## src/hw/rtl/ltc_pkg.sv

```systemverilog
// Types and constants of the tag cache lookup block.
package ltc_pkg;

  localparam int unsigned MaxEntries = 128;
  localparam int unsigned SlotW      = $clog2(MaxEntries);
  localparam int unsigned CntW       = $clog2(MaxEntries + 1);
  localparam int unsigned TagW       = 32;
  localparam int unsigned CfgW       = 8;

  localparam logic [CfgW-1:0] ActiveReset = CfgW'(64);

  typedef enum logic [1:0] {
    StIdle,
    StScan,
    StPromote,
    StDone
  } ltc_state_e;

  // Write side of the entry store.
  typedef struct packed {
    logic             flush;
    logic             tag_we;
    logic [SlotW-1:0] tag_addr;
    logic [TagW-1:0]  tag_data;
    logic             rank_we;
    logic [SlotW-1:0] rank_addr;
    logic [SlotW-1:0] rank_data;
  } store_wr_t;

  // Registered read data of one entry.
  typedef struct packed {
    logic             valid;
    logic [TagW-1:0]  tag;
    logic [SlotW-1:0] rank;
  } store_rd_t;

endpackage

```

## src/hw/rtl/ltc_entry_store.sv

```systemverilog
// Entry store: tag and rank memories with per-entry valid and rank-written bits.
module ltc_entry_store (
  input  logic                           clk_i,
  input  logic                           rst_ni,
  input  logic [ltc_pkg::SlotW-1:0]      rd_addr_i,
  input  ltc_pkg::store_wr_t             wr_i,
  output ltc_pkg::store_rd_t             rd_o
);

  logic [ltc_pkg::TagW-1:0]  tag_mem  [ltc_pkg::MaxEntries];
  logic [ltc_pkg::SlotW-1:0] rank_mem [ltc_pkg::MaxEntries];

  logic [ltc_pkg::MaxEntries-1:0] valid_q;
  logic [ltc_pkg::MaxEntries-1:0] ranked_q;

  logic [ltc_pkg::TagW-1:0]  tag_rd_q;
  logic [ltc_pkg::SlotW-1:0] rank_rd_q;
  logic [ltc_pkg::SlotW-1:0] idx_rd_q;
  logic                      valid_rd_q;
  logic                      ranked_rd_q;

  always_ff @(posedge clk_i or negedge rst_ni) begin
    if (!rst_ni) begin
      valid_q  <= '0;
      ranked_q <= '0;
    end else if (wr_i.flush) begin
      valid_q  <= '0;
      ranked_q <= '0;
    end else begin
      if (wr_i.tag_we) begin
        valid_q[wr_i.tag_addr] <= 1'b1;
      end
      if (wr_i.rank_we) begin
        ranked_q[wr_i.rank_addr] <= 1'b1;
      end
    end
  end

  always_ff @(posedge clk_i) begin
    if (wr_i.tag_we) begin
      tag_mem[wr_i.tag_addr] <= wr_i.tag_data;
    end
    if (wr_i.rank_we) begin
      rank_mem[wr_i.rank_addr] <= wr_i.rank_data;
    end
    tag_rd_q    <= tag_mem[rd_addr_i];
    rank_rd_q   <= rank_mem[rd_addr_i];
    idx_rd_q    <= rd_addr_i;
    valid_rd_q  <= valid_q[rd_addr_i];
    ranked_rd_q <= ranked_q[rd_addr_i];
  end

  // A rank never written since flush reads as its own slot index.
  assign rd_o.valid = valid_rd_q;
  assign rd_o.tag   = tag_rd_q;
  assign rd_o.rank  = ranked_rd_q ? rank_rd_q : idx_rd_q;

endmodule

```

## config.mk

```make
export PLATFORM = sky130hd
export DESIGN_NAME = ltc_entry_store
export DESIGN_NICKNAME = d
export VERILOG_FILES = /design/src/hw/rtl/ltc_pkg.sv /design/src/hw/rtl/ltc_entry_store.sv
export SDC_FILE = /design/constraint.sdc
export NUM_CORES = 2
export LEC_CHECK = 0
export BUFFER_PORTS_ARGS = -buffer_cell sky130_fd_sc_hd__clkbuf_2
export CAP_MARGIN = 20
export CORE_MARGIN = 8
export CORE_UTILIZATION = 45
export CTS_CLUSTER_SIZE = 28
export DETAILED_ROUTE_END_ITERATION = 10
export SLEW_MARGIN = 15
export SYNTH_ARGS = -nofsm -noshare
export SYNTH_HDL_FRONTEND = slang
export SYNTH_MEMORY_MAX_BITS = 65536
export SYNTH_SLANG_ARGS = --single-unit
```

## constraint.sdc

```tcl
create_clock -name clk_i -period 2.1 [get_ports clk_i]
set_input_delay 0.105 -clock clk_i [delete_from_list [all_inputs] [get_ports clk_i]]
set_output_delay 0.105 -clock clk_i [all_outputs]
set_load 0.1 [all_outputs]
```

==> run_results.csv <==
group,metric,value,unit
yosys,synth_nets,8441,
routing,routed_wl,556000,um
yosys,synth_top_family_by_area,"multiplexers",
floorplanning,core_area,448000,um2
sta,setup-violations-final,45,
yosys,yosysWarnings,0,
sta,period_share,1.26,
yosys,syn-cell-area,202000,um2
routing,ant_nets,0,
finish,nNetsFinal,9717,
grt,overflow,0,
sta,worst_slack,-554,ps
yosys,synthXorXnorAreaFrac,0,
yosys,synth_area_leaders,"edfxtp_1 (74%), mux4_2 (19%), dfrtp_1 (3.2%)",
floorplanning,die_h,686,um
routing,vias,98261,
worst_hold_path,holdCritPathClass,"in -> reg",
yosys,synth.area.mux_share,0.195,
placement,gp_congestion,0.816,
worst_setup_path,path_max_fanout,1,
power,p_per_area,941,nW/um2
worst_setup_path,path_class,"reg -> reg",
worst_setup_path,r2r-end,"tag_rd_q[22]",
grt,grtUsageTotal,0.233,
worst_setup_path,crit_required,3020,ps
yosys,avgSynthCellArea,24.1,um2
run_status,outcome,"complete, but fails checks",
routing,via_per_inst,6.11,
finish,stdcell_count,16090,
worst_setup_path,reg2reg_slack,-550,ps
routing,firstDrtPassIters,5,
placement,dpl.hpwl,342000,um
finish,drive_above_1_share,0.382,
worst_setup_path,rr_worst_depth,4,
yosys,yosys_register_bits,5296,
worst_hold_path,holdPathStages,3,
sta,worst_pin_slew,1030,ps
sta,clock_skew,68.1,ps
yosys,yosysTopAreaCell,"edfxtp_1",
sta,period_needed,2650,ps
yosys,seq_area_frac_synth,0.779,
clock_network,clockBufferDepth,4,
yosys,synth_top_area_frac,0.742,
sta,finalMaxSlewViolations,0,
yosys,synth_compound_area_frac,0.000421,
power,vdd_drop_max,767,uV
job,cap_violations,0,
finish,area_delta_synth_final,19.5,%
sta,max_freq,377,MHz
clock_network,htreeDepth,6,
worst_hold_path,min_from,"wr_i[45]",
finish,final_area,241000,um2
yosys,synth-simple-area-share,0.0167,
worst_setup_path,startpoint,"tag_mem[50][22]",
worst_setup_path,crit_arrival,3570,ps
yosys,synthAdderAreaFrac,0,
finish,final_core_utilization,0.539,
grt,grt_pass1_wl,780000,um
yosys,synth.distinct_cells,26,
placement,placed_area,222000,um2
routing,wl_per_cell,34.6,um
clock_network,cts_inserted_buffers,552,
sta,slew_headroom,0.314,
placement,port_buffers,104,
clock_network,clock-sinks,5296,
clock_network,cts_tree,"done",
grt,grt_max_degree,129,
clock_network,clk_latency,1050,ps
power,power.total,227,mW
routing,drt-initial-drc-count,13315,
grt,first_global_vias,100050,
power,p_leak,77.7,nW
floorplanning,start_util,0.451,
run_status,violations,"negative setup slack",
sta,hold_viol,0,
worst_setup_path,end_kind,"flop",
grt,antenna_found_initial,61,
worst_setup_path,start_kind,"flop",
yosys,netlist_instances,8376,
floorplanning,boundaryPins,105,
worst_setup_path,reg2reg_from,"tag_mem[50][22]",
placement,dp_worst_setup_slack,-1200,ps
floorplanning,rows,246,
sta,rsz0062_at_grt,"yes",
floorplanning,design.die.area,471000,um2
clock_network,cts_root_buffer,"clkbuf_16",
worst_hold_path,min_to,"tag_mem[48][30]",
routing,drc,0,
floorplanning,die_w,686,um
clock_network,clk_pin_slew,60,ps
placement,dp_cells,14972,
[synth_stat cells, drive strengths merged]
cell     number
nor3          4
nand4bb      17
clkbuf      320
nand2b        2
and3          3
dfxtp        48
dfrtp       256
nor2        751
edfxtp     4992
nor2b         3
nand3b        1
nand3         3
or4           2
nand4b       14
a21oi        12
nand4         4
or4b          9
buf         158
and3b         2
mux2         48
a31oi         4
mux4       1722
nand2         1
[kinds of logic (layout without fill, tap and decap cells)]
kind of cell	after synthesis	count (layout)
buffers and inverters	478	2215
other	0	25
flip-flops	5296	5296
AND/OR/NAND/NOR	816	816
AO/OA/AOI/OAI	16	16
multiplexers	1770	1770
[power breakdown]
| group | switching, mW | internal, mW | leakage [nW] |
|---|---|---|---|
| sequential | 0.469 | 116 | 48.9 |
| combinational | 8.39 | 5.47 | 20.0 |
| clock | 40.9 | 55.9 | 8.79 |
| total | 49.8 | 177 | 77.7 |
[cell usage in the layout, fill, tap and decap left out, types with 14 or more instances in the layout]
cell           Yosys  routed
dfrtp_1          256     256
nor2_4             0     124
clkinv_8           0      20
inv_6              0      19
mux4_2          1722    1722
clkinv_1           0      83
edfxtp_1        4992    4992
dlygate4sd3_1      0      74
clkbuf_16          0     568
clkbuf_2           0      18
buf_4              1     646
nand4bb_1         17      14
clkbuf_1         320     127
buf_12             0     414
mux2_4             0      38
bufinv_16          0      43
clkinv_2           0      97
diode_2            0      25
dfxtp_1           48      32
clkbuf_8           0      54
nor2_1           751     627
nand4b_1          14      14
[worst max-delay path by stage]
stage                         endpoint  slack, ps  cells past startpoint
after floorplan           rank_rd_q[0]       -480                      8
after global placement     tag_rd_q[9]      -1200                      8
after detailed placement  tag_rd_q[22]      -1200                      7
after CTS                 tag_rd_q[22]       -570                      4
after global routing       tag_rd_q[6]       -580                      4
final                     tag_rd_q[22]       -550                      4
[cell type report]
class	count	area, um2
Fill cell	33134	206000
Sequential cell	5296	157000
Multi-Input combinational cell	2602	43900
Clock buffer	720	15000
Timing Repair Buffer	1200	14700
Tap cell	5952	7450
Clock inverter	295	3040
Antenna cell	25	62.6
[critical path, cell delays in order, from the launching register on]
cell      delay [ps]
edfxtp_1         380
mux4_2           490
mux4_2           610
mux4_2           720
mux2_4           340
[state kept, by name, indices dropped and copies added, names as in the netlist]
signal,flops
rank_rd_q,7
ranked_rd_q,1
rank_mem,896
valid_rd_q,1
tag_rd_q,32
valid_q,128
ranked_q,128
idx_rd_q,7
tag_mem,4096
[routing by layer]
layer / part of all wire / vias to the layer above / global-route usage
li1: - / 38468 / -
met1: 0.41 / 54161 / 0.339
met2: 0.48 / 4864 / 0.373
met3: 0.084 / 752 / 0.0372
met4: 0.026 / 16 / 0.0598
met5: 0.00018 / - / 0
[timing repair]
item                                     CTS  global route
endpoints found under the hold margin   6371             0
endpoints found under the setup margin    79            48
setup buffers                              2             1
resized for setup                        125             9
hold buffers                              75             0
[per-stage QoR]
step           TNS, ps  hold WS [ps]
2_1_floorplan  -722550          -191
3_3_place_gp    -45280          55.6
3_5_place_dp    -45190          68.0
4_1_cts         -18040          18.1
5_1_grt         -17890          82.6
6_report        -16930          85.5
Power figures use the tool's default switching activity.
